==> config.mk <==
export PLATFORM = sky130hd
export DESIGN_NAME = antialiased_line_rasterizer_core
export DESIGN_NICKNAME = d
export VERILOG_FILES = /design/src/hdl/arl_pkg.sv /design/src/hdl/arl_div.sv /design/src/hdl/arl_dp.sv /design/src/hdl/arl_ctrl.sv /design/src/hdl/antialiased_line_rasterizer_core.sv
export SDC_FILE = /design/constraint.sdc
export NUM_CORES = 2
export LEC_CHECK = 0
export ABC_CLOCK_PERIOD_IN_PS = 8800
export BUFFER_PORTS_ARGS = -buffer_cell sky130_fd_sc_hd__buf_2
export CORE_AREA = 2 2 447 449
export CTS_CLUSTER_DIAMETER = 40
export DETAILED_ROUTE_END_ITERATION = 10
export DIE_AREA = 0 0 449 451
export GPL_ROUTABILITY_DRIVEN = 0
export SYNTH_ARGS = -nofsm -noshare
export SYNTH_HDL_FRONTEND = slang
export SYNTH_SLANG_ARGS = --single-unit
==> constraint.sdc <==
create_clock -name clk -period 8.8 [get_ports clk]
set_input_delay 1.32 -clock clk [delete_from_list [all_inputs] [get_ports clk]]
set_output_delay 1.32 -clock clk [all_outputs]
set_load 0.02 [all_outputs]
==> src/hdl/arl_pkg.sv <==
// ----------------------------------------------------------------------------
// arl_pkg
// Shared constants, types and helpers of the antialiased line rasterizer.
// ----------------------------------------------------------------------------
package arl_pkg;

  // Geometry of the screen and of the input coordinates
  localparam int SCREEN_SIZE   = 64;
  localparam int SUBPIXEL_BITS = 8;
  localparam int COORD_IN_W    = 14;

  // Internal fixed point: coordinates Q6.16, intercept signed Q8.16
  localparam int FRAC_W  = 16;
  localparam int CW      = 22;
  localparam int IW      = 24;
  localparam int SLOPE_W = 18;
  localparam int QW      = 17;
  localparam int DIST_W  = 17;
  localparam int PROD_W  = SLOPE_W + DIST_W;
  localparam int COV_W   = 9;
  localparam int PIX_W   = 7;
  localparam int ROW_W   = 8;
  localparam int RGBA_W  = 32;

  localparam logic [CW:0]          HALF_Q16  = (CW+1)'(32768);
  localparam logic [SLOPE_W-1:0]   ONE_Q16   = SLOPE_W'(65536);
  localparam logic [COV_W-1:0]     COV_FULL  = COV_W'(256);

  // Stream and configuration widths
  localparam int IN_TDATA_W  = 88;
  localparam int OUT_TDATA_W = 96;
  localparam int OUT_TUSER_W = 2;
  localparam int CFG_IDX_W   = 2;

  // Configuration register indexes
  localparam logic [CFG_IDX_W-1:0] REG_SCREEN_WIDTH  = CFG_IDX_W'(0);
  localparam logic [CFG_IDX_W-1:0] REG_SCREEN_HEIGHT = CFG_IDX_W'(1);
  localparam logic [PIX_W-1:0]     SCREEN_RESET      = PIX_W'(64);

  // Commands from the controller to the datapath
  typedef struct packed {
    logic load;        // capture a new line item
    logic swap;        // steep-axis decision
    logic order;       // endpoint ordering, deltas
    logic div_start;   // launch the slope division
    logic latch_g;     // capture the signed slope
    logic end_mul;     // slope times end distance
    logic end_add;     // end intercept
    logic end_cov;     // end coverage weighting
    logic end_sel;     // 0: first end, 1: last end
    logic emit_first;  // push first end column
    logic emit_walk;   // push one walk column
    logic emit_last;   // push last end column
  } arl_cmd_t;

  // Status from the datapath to the controller
  typedef struct packed {
    logic div_busy;
    logic pair_free;
    logic walk_done;
  } arl_status_t;

  // One column result before shading
  typedef struct packed {
    logic [RGBA_W-1:0]       color;
    logic                    swapped;
    logic [PIX_W-1:0]        col;
    logic signed [ROW_W-1:0] row;
    logic [COV_W-1:0]        cov_a;
    logic [COV_W-1:0]        cov_b;
    logic                    last;
  } arl_pair_t;

  // Saturate an input coordinate and widen it to Q6.16
  function automatic logic [CW-1:0] widen(input logic [COORD_IN_W-1:0] v);
    logic [CW-1:0] ext;
    logic [CW-1:0] top;
    top = CW'(SCREEN_SIZE - 1) << SUBPIXEL_BITS;
    ext = CW'(v);
    if (ext > top) begin
      ext = top;
    end
    return ext << (FRAC_W - SUBPIXEL_BITS);
  endfunction

  // Scale every channel by (1 - coverage), truncated
  function automatic logic [RGBA_W-1:0] shade(input logic [RGBA_W-1:0] color,
                                               input logic [COV_W-1:0] cov);
    logic [COV_W-1:0]   keep;
    logic [RGBA_W-1:0]  res;
    logic [COV_W+7:0]   prod;
    keep = COV_FULL - cov;
    res  = '0;
    for (int i = 0; i < 4; i++) begin
      prod = (COV_W+8)'(color[8*i +: 8]) * (COV_W+8)'(keep);
      res[8*i +: 8] = prod[15:8];
    end
    return res;
  endfunction

endpackage

==> src/hdl/arl_div.sv <==
// ----------------------------------------------------------------------------
// arl_div
// Restoring divider for the slope: quotient of (num << 16) / den, one
// quotient bit per cycle. Requires num <= den.
// ----------------------------------------------------------------------------
module arl_div import arl_pkg::*; (
  input  logic          clk,
  input  logic          rst_n,
  input  logic          start,
  input  logic [CW-1:0] num,
  input  logic [CW-1:0] den,
  output logic          busy,
  output logic [QW-1:0] quot
);

  localparam int CNT_W = $clog2(QW + 1);

  logic [CW:0]      rem_r, rem_nxt;
  logic [QW-1:0]    quot_r, quot_nxt;
  logic [CNT_W-1:0] cnt_r, cnt_nxt;
  logic             busy_r, busy_nxt;
  logic             ge;
  logic [CW:0]      diff;

  // One trial subtraction per cycle
  always_comb begin
    ge       = rem_r >= {1'b0, den};
    diff     = rem_r - {1'b0, den};
    rem_nxt  = rem_r;
    quot_nxt = quot_r;
    cnt_nxt  = cnt_r;
    busy_nxt = busy_r;
    if (start) begin
      rem_nxt  = {1'b0, num};
      quot_nxt = '0;
      cnt_nxt  = CNT_W'(QW);
      busy_nxt = 1'b1;
    end else if (busy_r) begin
      rem_nxt  = (ge ? diff : rem_r) << 1;
      quot_nxt = {quot_r[QW-2:0], ge};
      cnt_nxt  = cnt_r - CNT_W'(1);
      busy_nxt = cnt_r != CNT_W'(1);
    end
  end

  always_ff @(posedge clk) begin
    if (!rst_n) begin
      busy_r <= 1'b0;
      cnt_r  <= '0;
    end else begin
      busy_r <= busy_nxt;
      cnt_r  <= cnt_nxt;
    end
  end

  always_ff @(posedge clk) begin
    rem_r  <= rem_nxt;
    quot_r <= quot_nxt;
  end

  assign busy = busy_r;
  assign quot = quot_r;

endmodule

==> src/hdl/arl_dp.sv <==
// ----------------------------------------------------------------------------
// arl_dp
// Datapath: endpoint set-up, slope division, end column weighting, the
// intercept walk, shading, clipping and the output register.
// ----------------------------------------------------------------------------
module arl_dp import arl_pkg::*; (
  input  logic                   clk,
  input  logic                   rst_n,
  input  arl_cmd_t               cmd,
  output arl_status_t            status,
  input  logic [IN_TDATA_W-1:0]  in_tdata,
  input  logic                   cfg_valid,
  input  logic [CFG_IDX_W-1:0]   cfg_index,
  input  logic [PIX_W-1:0]       cfg_data,
  output logic                   out_tvalid,
  input  logic                   out_tready,
  output logic [OUT_TDATA_W-1:0] out_tdata,
  output logic [OUT_TUSER_W-1:0] out_tuser,
  output logic                   out_tlast
);

  // Screen size registers
  logic [PIX_W-1:0] width_r, height_r;

  always_ff @(posedge clk) begin
    if (!rst_n) begin
      width_r  <= SCREEN_RESET;
      height_r <= SCREEN_RESET;
    end else if (cfg_valid) begin
      if (cfg_index == REG_SCREEN_WIDTH) begin
        width_r <= cfg_data;
      end else if (cfg_index == REG_SCREEN_HEIGHT) begin
        height_r <= cfg_data;
      end
    end
  end

  // Captured item
  logic [CW-1:0]     p0x_r, p0y_r, p1x_r, p1y_r;
  logic [RGBA_W-1:0] color_r;

  always_ff @(posedge clk) begin
    if (cmd.load) begin
      p0x_r   <= widen(in_tdata[13:0]);
      p0y_r   <= widen(in_tdata[27:14]);
      p1x_r   <= widen(in_tdata[41:28]);
      p1y_r   <= widen(in_tdata[55:42]);
      color_r <= in_tdata[87:56];
    end
  end

  // Steep-axis swap
  logic [CW-1:0] adx_s, ady_s;
  logic          swapped_r;
  logic [CW-1:0] a0_r, b0_r, a1_r, b1_r;

  assign adx_s = (p1x_r > p0x_r) ? p1x_r - p0x_r : p0x_r - p1x_r;
  assign ady_s = (p1y_r > p0y_r) ? p1y_r - p0y_r : p0y_r - p1y_r;

  always_ff @(posedge clk) begin
    if (cmd.swap) begin
      swapped_r <= ady_s > adx_s;
      a0_r      <= (ady_s > adx_s) ? p0y_r : p0x_r;
      b0_r      <= (ady_s > adx_s) ? p0x_r : p0y_r;
      a1_r      <= (ady_s > adx_s) ? p1y_r : p1x_r;
      b1_r      <= (ady_s > adx_s) ? p1x_r : p1y_r;
    end
  end

  // Endpoint ordering along the major axis, deltas for the division
  logic          a_gt, b_gt;
  logic [CW-1:0] x0_r, y0_r, x1_r, y1_r, dx_r, ady_r;
  logic          dy_neg_r;

  assign a_gt = a0_r > a1_r;
  assign b_gt = b1_r > b0_r;

  always_ff @(posedge clk) begin
    if (cmd.order) begin
      x0_r     <= a_gt ? a1_r : a0_r;
      y0_r     <= a_gt ? b1_r : b0_r;
      x1_r     <= a_gt ? a0_r : a1_r;
      y1_r     <= a_gt ? b0_r : b1_r;
      dx_r     <= a_gt ? a0_r - a1_r : a1_r - a0_r;
      ady_r    <= b_gt ? b1_r - b0_r : b0_r - b1_r;
      dy_neg_r <= a_gt ? b_gt : (b0_r > b1_r);
    end
  end

  // End column geometry, settles while the division runs
  logic [CW:0]               xh0, xh1;
  logic [PIX_W-1:0]          c1_r, c2_r;
  logic signed [DIST_W-1:0]  d1_r, d2_r;
  logic [COV_W-1:0]          gap1_r, gap2_r;

  assign xh0 = {1'b0, x0_r} + HALF_Q16;
  assign xh1 = {1'b0, x1_r} + HALF_Q16;

  always_ff @(posedge clk) begin
    c1_r   <= xh0[FRAC_W +: PIX_W];
    c2_r   <= xh1[FRAC_W +: PIX_W];
    d1_r   <= $signed(DIST_W'(32768)) - $signed({1'b0, xh0[FRAC_W-1:0]});
    d2_r   <= $signed(DIST_W'(32768)) - $signed({1'b0, xh1[FRAC_W-1:0]});
    gap1_r <= COV_FULL - {1'b0, xh0[15:8]};
    gap2_r <= {1'b0, xh1[15:8]};
  end

  // Slope division
  logic          div_busy;
  logic [QW-1:0] div_quot;

  arl_div u_div (
    .clk   (clk),
    .rst_n (rst_n),
    .start (cmd.div_start),
    .num   (ady_r),
    .den   (dx_r),
    .busy  (div_busy),
    .quot  (div_quot)
  );

  logic signed [SLOPE_W-1:0] g_r;
  logic [SLOPE_W-1:0]        q_ext;

  assign q_ext = {1'b0, div_quot};

  always_ff @(posedge clk) begin
    if (cmd.latch_g) begin
      if (dx_r == '0) begin
        g_r <= $signed(ONE_Q16);
      end else begin
        g_r <= dy_neg_r ? -$signed(q_ext) : $signed(q_ext);
      end
    end
  end

  // End intercepts: multiply, then add, then weight by the gap
  logic signed [PROD_W-1:0]   prod_r;
  logic signed [IW-1:0]       ye_r;
  logic signed [DIST_W-1:0]   dsel;
  logic [CW-1:0]              ysel;
  logic [COV_W-1:0]           gsel;
  logic [7:0]                 fe;
  logic [COV_W-1:0]           rfe;
  logic [2*COV_W-1:0]         wa, wb;

  assign dsel = cmd.end_sel ? d2_r : d1_r;
  assign ysel = cmd.end_sel ? y1_r : y0_r;
  assign gsel = cmd.end_sel ? gap2_r : gap1_r;
  assign fe   = ye_r[15:8];
  assign rfe  = COV_FULL - {1'b0, fe};
  assign wa   = (2*COV_W)'(rfe) * (2*COV_W)'(gsel);
  assign wb   = (2*COV_W)'(fe) * (2*COV_W)'(gsel);

  logic signed [ROW_W-1:0] row1_r, row2_r;
  logic [COV_W-1:0]        cov1a_r, cov1b_r, cov2a_r, cov2b_r;
  logic signed [IW-1:0]    inter_r;
  logic [PIX_W-1:0]        walk_col_r;

  always_ff @(posedge clk) begin
    if (cmd.end_mul) begin
      prod_r <= g_r * dsel;
    end
    if (cmd.end_add) begin
      ye_r <= $signed({2'b00, ysel}) + IW'(prod_r >>> FRAC_W);
    end
    if (cmd.end_cov) begin
      if (cmd.end_sel) begin
        row2_r  <= ye_r[IW-1:FRAC_W];
        cov2a_r <= wa[COV_W+7:8];
        cov2b_r <= wb[COV_W+7:8];
      end else begin
        row1_r  <= ye_r[IW-1:FRAC_W];
        cov1a_r <= wa[COV_W+7:8];
        cov1b_r <= wb[COV_W+7:8];
        inter_r <= ye_r + IW'(g_r);
      end
    end
    // Walk along the major axis
    if (cmd.emit_first) begin
      walk_col_r <= c1_r + PIX_W'(1);
    end else if (cmd.emit_walk) begin
      walk_col_r <= walk_col_r + PIX_W'(1);
      inter_r    <= inter_r + IW'(g_r);
    end
  end

  // Pair stage
  arl_pair_t pair_r, pair_nxt;
  logic      pair_v_r;
  logic      out_v_r;
  logic      advance;
  logic [7:0] fw;

  assign advance = !out_v_r || out_tready;
  assign fw      = inter_r[15:8];

  always_comb begin
    pair_nxt         = pair_r;
    pair_nxt.color   = color_r;
    pair_nxt.swapped = swapped_r;
    if (cmd.emit_first) begin
      pair_nxt.col   = c1_r;
      pair_nxt.row   = row1_r;
      pair_nxt.cov_a = cov1a_r;
      pair_nxt.cov_b = cov1b_r;
      pair_nxt.last  = 1'b0;
    end else if (cmd.emit_walk) begin
      pair_nxt.col   = walk_col_r;
      pair_nxt.row   = inter_r[IW-1:FRAC_W];
      pair_nxt.cov_a = COV_FULL - {1'b0, fw};
      pair_nxt.cov_b = {1'b0, fw};
      pair_nxt.last  = 1'b0;
    end else begin
      pair_nxt.col   = c2_r;
      pair_nxt.row   = row2_r;
      pair_nxt.cov_a = cov2a_r;
      pair_nxt.cov_b = cov2b_r;
      pair_nxt.last  = 1'b1;
    end
  end

  always_ff @(posedge clk) begin
    if (cmd.emit_first || cmd.emit_walk || cmd.emit_last) begin
      pair_r <= pair_nxt;
    end
  end

  // Shading and clipping into the output register
  logic signed [ROW_W:0] cs, rs, rs1, ax, ay, bx, by;
  logic                  vis_a, vis_b;

  assign cs  = $signed({2'b00, pair_r.col});
  assign rs  = $signed({pair_r.row[ROW_W-1], pair_r.row});
  assign rs1 = rs + $signed((ROW_W+1)'(1));
  assign ax  = pair_r.swapped ? rs  : cs;
  assign ay  = pair_r.swapped ? cs  : rs;
  assign bx  = pair_r.swapped ? rs1 : cs;
  assign by  = pair_r.swapped ? cs  : rs1;

  assign vis_a = !ax[ROW_W] && !ay[ROW_W] &&
                 (ax[ROW_W-1:0] < {1'b0, width_r}) && (ay[ROW_W-1:0] < {1'b0, height_r});
  assign vis_b = !bx[ROW_W] && !by[ROW_W] &&
                 (bx[ROW_W-1:0] < {1'b0, width_r}) && (by[ROW_W-1:0] < {1'b0, height_r});

  logic [OUT_TDATA_W-1:0] tdata_r;
  logic [OUT_TUSER_W-1:0] tuser_r;
  logic                   tlast_r;

  always_ff @(posedge clk) begin
    if (advance && pair_v_r) begin
      tdata_r <= {4'b0000,
                  shade(pair_r.color, pair_r.cov_b),
                  shade(pair_r.color, pair_r.cov_a),
                  by[PIX_W-1:0], bx[PIX_W-1:0], ay[PIX_W-1:0], ax[PIX_W-1:0]};
      tuser_r <= {vis_b, vis_a};
      tlast_r <= pair_r.last;
    end
  end

  // Valid flags of the two stages
  always_ff @(posedge clk) begin
    if (!rst_n) begin
      pair_v_r <= 1'b0;
      out_v_r  <= 1'b0;
    end else begin
      if (cmd.emit_first || cmd.emit_walk || cmd.emit_last) begin
        pair_v_r <= 1'b1;
      end else if (advance) begin
        pair_v_r <= 1'b0;
      end
      if (advance) begin
        out_v_r <= pair_v_r;
      end
    end
  end

  assign status.div_busy  = div_busy;
  assign status.pair_free = !pair_v_r || advance;
  assign status.walk_done = walk_col_r >= c2_r;

  assign out_tvalid = out_v_r;
  assign out_tdata  = tdata_r;
  assign out_tuser  = tuser_r;
  assign out_tlast  = tlast_r;

endmodule

==> src/hdl/arl_ctrl.sv <==
// ----------------------------------------------------------------------------
// arl_ctrl
// Sequencer: set-up of one line, the two end columns and the column walk.
// ----------------------------------------------------------------------------
module arl_ctrl import arl_pkg::*; (
  input  logic        clk,
  input  logic        rst_n,
  input  logic        in_tvalid,
  output logic        in_tready,
  input  arl_status_t status,
  output arl_cmd_t    cmd
);

  localparam logic [3:0] S_IDLE     = 4'd0;
  localparam logic [3:0] S_SWAP     = 4'd1;
  localparam logic [3:0] S_ORDER    = 4'd2;
  localparam logic [3:0] S_DIV_GO   = 4'd3;
  localparam logic [3:0] S_DIV_WAIT = 4'd4;
  localparam logic [3:0] S_E1_MUL   = 4'd5;
  localparam logic [3:0] S_E1_ADD   = 4'd6;
  localparam logic [3:0] S_E1_COV   = 4'd7;
  localparam logic [3:0] S_E2_MUL   = 4'd8;
  localparam logic [3:0] S_E2_ADD   = 4'd9;
  localparam logic [3:0] S_E2_COV   = 4'd10;
  localparam logic [3:0] S_EMIT1    = 4'd11;
  localparam logic [3:0] S_WALK     = 4'd12;
  localparam logic [3:0] S_EMIT2    = 4'd13;

  logic [3:0] state_r, state_nxt;

  // Next state and commands
  always_comb begin
    state_nxt = state_r;
    cmd       = '0;
    unique case (state_r)
      S_IDLE: begin
        if (in_tvalid) begin
          cmd.load  = 1'b1;
          state_nxt = S_SWAP;
        end
      end
      S_SWAP: begin
        cmd.swap  = 1'b1;
        state_nxt = S_ORDER;
      end
      S_ORDER: begin
        cmd.order = 1'b1;
        state_nxt = S_DIV_GO;
      end
      S_DIV_GO: begin
        cmd.div_start = 1'b1;
        state_nxt     = S_DIV_WAIT;
      end
      S_DIV_WAIT: begin
        if (!status.div_busy) begin
          cmd.latch_g = 1'b1;
          state_nxt   = S_E1_MUL;
        end
      end
      S_E1_MUL: begin
        cmd.end_mul = 1'b1;
        state_nxt   = S_E1_ADD;
      end
      S_E1_ADD: begin
        cmd.end_add = 1'b1;
        state_nxt   = S_E1_COV;
      end
      S_E1_COV: begin
        cmd.end_cov = 1'b1;
        state_nxt   = S_E2_MUL;
      end
      S_E2_MUL: begin
        cmd.end_mul = 1'b1;
        cmd.end_sel = 1'b1;
        state_nxt   = S_E2_ADD;
      end
      S_E2_ADD: begin
        cmd.end_add = 1'b1;
        cmd.end_sel = 1'b1;
        state_nxt   = S_E2_COV;
      end
      S_E2_COV: begin
        cmd.end_cov = 1'b1;
        cmd.end_sel = 1'b1;
        state_nxt   = S_EMIT1;
      end
      S_EMIT1: begin
        if (status.pair_free) begin
          cmd.emit_first = 1'b1;
          state_nxt      = S_WALK;
        end
      end
      S_WALK: begin
        if (status.walk_done) begin
          state_nxt = S_EMIT2;
        end else if (status.pair_free) begin
          cmd.emit_walk = 1'b1;
        end
      end
      S_EMIT2: begin
        if (status.pair_free) begin
          cmd.emit_last = 1'b1;
          state_nxt     = S_IDLE;
        end
      end
      default: begin
        state_nxt = S_IDLE;
      end
    endcase
  end

  always_ff @(posedge clk) begin
    if (!rst_n) begin
      state_r <= S_IDLE;
    end else begin
      state_r <= state_nxt;
    end
  end

  assign in_tready = state_r == S_IDLE;

endmodule

==> src/hdl/antialiased_line_rasterizer_core.sv <==
// ----------------------------------------------------------------------------
// antialiased_line_rasterizer_core
// Xiaolin Wu antialiased line rasterizer, one column pair per result.
// ----------------------------------------------------------------------------
// One input item is a line segment with Q6.8 endpoints and an RGBA color; it
// yields one result per major-axis column in ascending order, the last one
// marked by out_tlast (two results when both ends share one column). The
// first result of a line is offered after swap, ordering and divider launch,
// the wait on the slope division (17 quotient bits at one per cycle, then
// the slope latch), the two end columns and the first end column into the
// pair stage; it then passes the pair and output registers. The walk then
// hands one result per cycle to the pair stage while the pair stage is free,
// and hands no result when it leaves the walk. Output stalls hold the walk
// once the pair and output registers are full. The next line is accepted
// once the last column of the current one has been handed to the output
// stages. The user must write the screen size registers through the cfg
// port only while no line is in flight; the block itself does not enforce
// it.
// ----------------------------------------------------------------------------
module antialiased_line_rasterizer_core import arl_pkg::*; (
  input  logic                   clk,
  input  logic                   rst_n,
  // start_x, start_y, end_x, end_y (14 b each), red, green, blue, alpha
  input  logic                   in_tvalid,
  output logic                   in_tready,
  input  logic [IN_TDATA_W-1:0]  in_tdata,
  // first_px_x, first_px_y, second_px_x, second_px_y (7 b each),
  // first_px_rgba, second_px_rgba (32 b each), zero pad
  output logic                   out_tvalid,
  input  logic                   out_tready,
  output logic [OUT_TDATA_W-1:0] out_tdata,
  // first_px_visible, second_px_visible
  output logic [OUT_TUSER_W-1:0] out_tuser,
  // last_of_line
  output logic                   out_tlast,
  input  logic                   cfg_valid,
  output logic                   cfg_ready,
  input  logic [CFG_IDX_W-1:0]   cfg_index,
  input  logic [PIX_W-1:0]       cfg_data
);

  arl_cmd_t    cmd;
  arl_status_t status;

  arl_ctrl u_ctrl (
    .clk       (clk),
    .rst_n     (rst_n),
    .in_tvalid (in_tvalid),
    .in_tready (in_tready),
    .status    (status),
    .cmd       (cmd)
  );

  arl_dp u_dp (
    .clk        (clk),
    .rst_n      (rst_n),
    .cmd        (cmd),
    .status     (status),
    .in_tdata   (in_tdata),
    .cfg_valid  (cfg_valid),
    .cfg_index  (cfg_index),
    .cfg_data   (cfg_data),
    .out_tvalid (out_tvalid),
    .out_tready (out_tready),
    .out_tdata  (out_tdata),
    .out_tuser  (out_tuser),
    .out_tlast  (out_tlast)
  );

  // Register writes never stall
  assign cfg_ready = 1'b1;

endmodule

==> results.toml <==
[status]
run_status = "finished clean"

[routing]
drc = 0
vias = 42000
drt-pass1-iter-count = 6
avgRoutedWirePerCell_um = 16.6
wl_mm = 149
drt_iter0_drc = 2366
ant_nets = 0
vias_per_cell = 4.70

[flow_run]
cap_violations = 0

[finish]
synthToLayoutAreaGrowth_pct = 13.2
drive_gt1_share_pct = 8.56
fillers = 20100
final_nets = 7471

[clocking]
ctsHoldBuffers = 0
cts_tree = "built"
clock_sinks = 635
cts_resized = 0
cts_made_buffers = 114
clockBufferDepth = 3
clk_latency_ps = 750
post_cts_buffers = 0
cts_root_buf = "clkbuf_16"
path_clk_slew_ps = 60
cts_htree_levels = 3

[floorplanning]
rows = 164
die_area_sq_mm = 0.202
io_pins = 204
fp.dieW_um = 449
die_h_um = 451
core_area_sq_mm = 0.198
start_util_pct = 29.8

[worst_setup_path]
endpoint_kind = "flop"
startpoint_type = "flop"
cp.arrival_ps = 8280
max_stage_delay_ps = 670
cp_max_fo = 23
required_ps = 9270
critical_path_class = "reg2reg"
crit_slowest_cell = "dfxtp_1"
critPathMostFrequentCell = "fa_1"

[timing]
finalCritPeriodShare_pct = 88.7
tightestPinTransition_ps = 1130
rsz0062_at_grt = "false"
setup_ws_ps = 994
finClkSkew_ps = 35.7
clock.fmax_mhz = 128
min_period_ps = 7810
hold_viol_final = 0
finalMaxSlewViolations = 0
fin_setup_tns_ps = 0
relSlewSlack_pct = 24.2
setup_viol = 0

[logic_synthesis]
synth_edf_count = 526
synth_area_leaders = "edfxtp_1 27%, fa_1 19%, ha_1 13%, inv_1 5.3%, nand2_1 5.2%"
synthArstFlopShare_pct = 0
synth_common_cells = "838 x inv_1, 823 x nand2_1, 634 x ha_1, 553 x fa_1, 526 x edfxtp_1"
synth_area_sq_mm = 0.0590
synthFlopType = "edfxtp_1"
yosysSeqAreaShare_pct = 30.4
yosys_warnings = 0
yosys_register_bits = 635
synth.most_common_cell = "inv_1"
synth_top_area_share_pct = 26.8
synth_cells = 6074
yosys.area.top_type = "edfxtp_1"
synth_area_per_cell_sq_um = 9.72
synth_cell_types = 97

[global_routing]
antenna_found_initial = 1
grt_overflow_total = 0
grt_pass1_vias = 43600
gr-usage-all-layers_pct = 14.7
grt_pass1_wl_mm = 238
grt_start_max_net_pins = 112

[placed_design]
pre_cts_ws_ps = 1040
hpwl_mm = 116
port_buffers = 198

[pwr]
leakage_nw = 30.0
ir_worst_vdd_mv = 0.319
power_density_mw_per_mm2 = 280

[min_path]
hp-class = "reg2reg"
metrics by stage:
stage	area (sq um)	power [mW]	utilization [%]	instances	hold slack, ps
global placement	62900	14.0	31.7	8722	405
CTS	66800	18.9	33.7	8938	414
finish	66800	18.7	33.7	8939	415
global route	66800	20.3	33.7	8938	424
detailed placement	62900	14.3	31.7	8722	405
floorplan	59100	11.8	-	6077	391
cell families after synthesis:
family,share of synthesized area [%]
compound gates,8.75
xor+xnor,4.36
fa+ha+maj,32.2
buf+inv,7.12
flops,30.4
mux,1.49
other cells,0.0127
simple gates,15.6
final timing paths:
check,startpoint,end,slack (ps),cells after the start
worst max-delay path,u_ctrl.state_r[2]$_SDFFE_PN0P_,u_dp.prod_r[34]$_DFFE_PP_,990,25
worst min-delay path,u_dp.color_r[13]$_DFFE_PP_,u_dp.pair_r[48]$_DFFE_PP_,410,0
worst max register to register,u_ctrl.state_r[2]$_SDFFE_PN0P_,u_dp.prod_r[34]$_DFFE_PP_,990,25
worst min register to register,u_dp.color_r[13]$_DFFE_PP_,u_dp.pair_r[48]$_DFFE_PP_,410,0
layer usage:
metal,part of all wire [%],global-route usage [%],vias to the layer above
li1,-,-,20100
met1,43,18.0,20700
met3,3.9,2.07,257
met4,3.1,4.50,0
met5,0,0,-
met2,50,26.6,930
power by group:
part	switching (mW)	leakage (nW)	internal, mW
Clock	1.76	1.89	2.64
Combinational	5.68	22.4	4.08
Sequential	0.274	5.72	4.26
Total	7.71	30.0	11.0
final cells by class:
cell class	instances	area [sq um]	area share (%)
antenna	1	2.50	0.00374
sequential	635	18000	26.9
tap	2656	3320	4.97
clock inverter	98	1020	1.53
multi-input combinational	4339	37100	55.5
timing repair buffer	250	1380	2.07
clock buffer	118	2910	4.35
inverter	842	3160	4.73
cells in the final DEF (no fill, tap or decap), types with 13 or more instances in the layout:
cell type / Yosys / layout
a211oi_1: 32 / 32
a21o_1: 76 / 76
a21oi_1: 218 / 218
a221o_1: 19 / 19
a22oi_1: 17 / 17
a31oi_1: 20 / 20
and2_1: 373 / 372
and3_1: 29 / 29
buf_2: 9 / 198
buf_4: 11 / 52
clkbuf_16: 0 / 116
clkinv_2: 0 / 13
dfxtp_1: 109 / 109
edfxtp_1: 526 / 526
fa_1: 553 / 553
ha_1: 634 / 634
inv_1: 838 / 838
inv_6: 0 / 22
inv_8: 0 / 13
mux2_2: 19 / 19
mux2i_1: 63 / 63
nand2_1: 823 / 823
nand2b_1: 36 / 36
nand3_1: 65 / 65
nand4_1: 21 / 21
nor2_1: 348 / 345
nor2b_1: 99 / 98
nor3_1: 81 / 78
o211ai_1: 15 / 15
o21a_1: 45 / 45
o21ai_0: 232 / 229
o21ai_1: 11 / 14
o21bai_1: 21 / 21
or3_1: 26 / 26
xnor2_1: 209 / 200
xor2_1: 85 / 80
state kept, by name, summed over array words and instances (netlist names), 15 cells and up:
register,flops
u_dp.prod_r,19
u_dp.inter_r,24
u_dp.g_r,18
u_dp.color_r,32
u_dp.ye_r,24
u_dp.u_div.rem_r,15
u_dp.out_tdata,92
u_dp.u_div.quot,17
u_dp.pair_r,60
worst max-delay path: cells and delay by family (launching register included):
| kind | cells | cell delay (ps) |
|---|---|---|
| xor gates and xnor gates | 1 | 70 |
| adders and majority gates | 7 | 2970 |
| AOI/OAI and AO/OA | 5 | 1520 |
| buffers and inverters | 4 | 460 |
| DFF | 1 | 670 |
| and+or+nand+nor | 8 | 1820 |
Note: power is estimated with default switching activity, not from simulation.
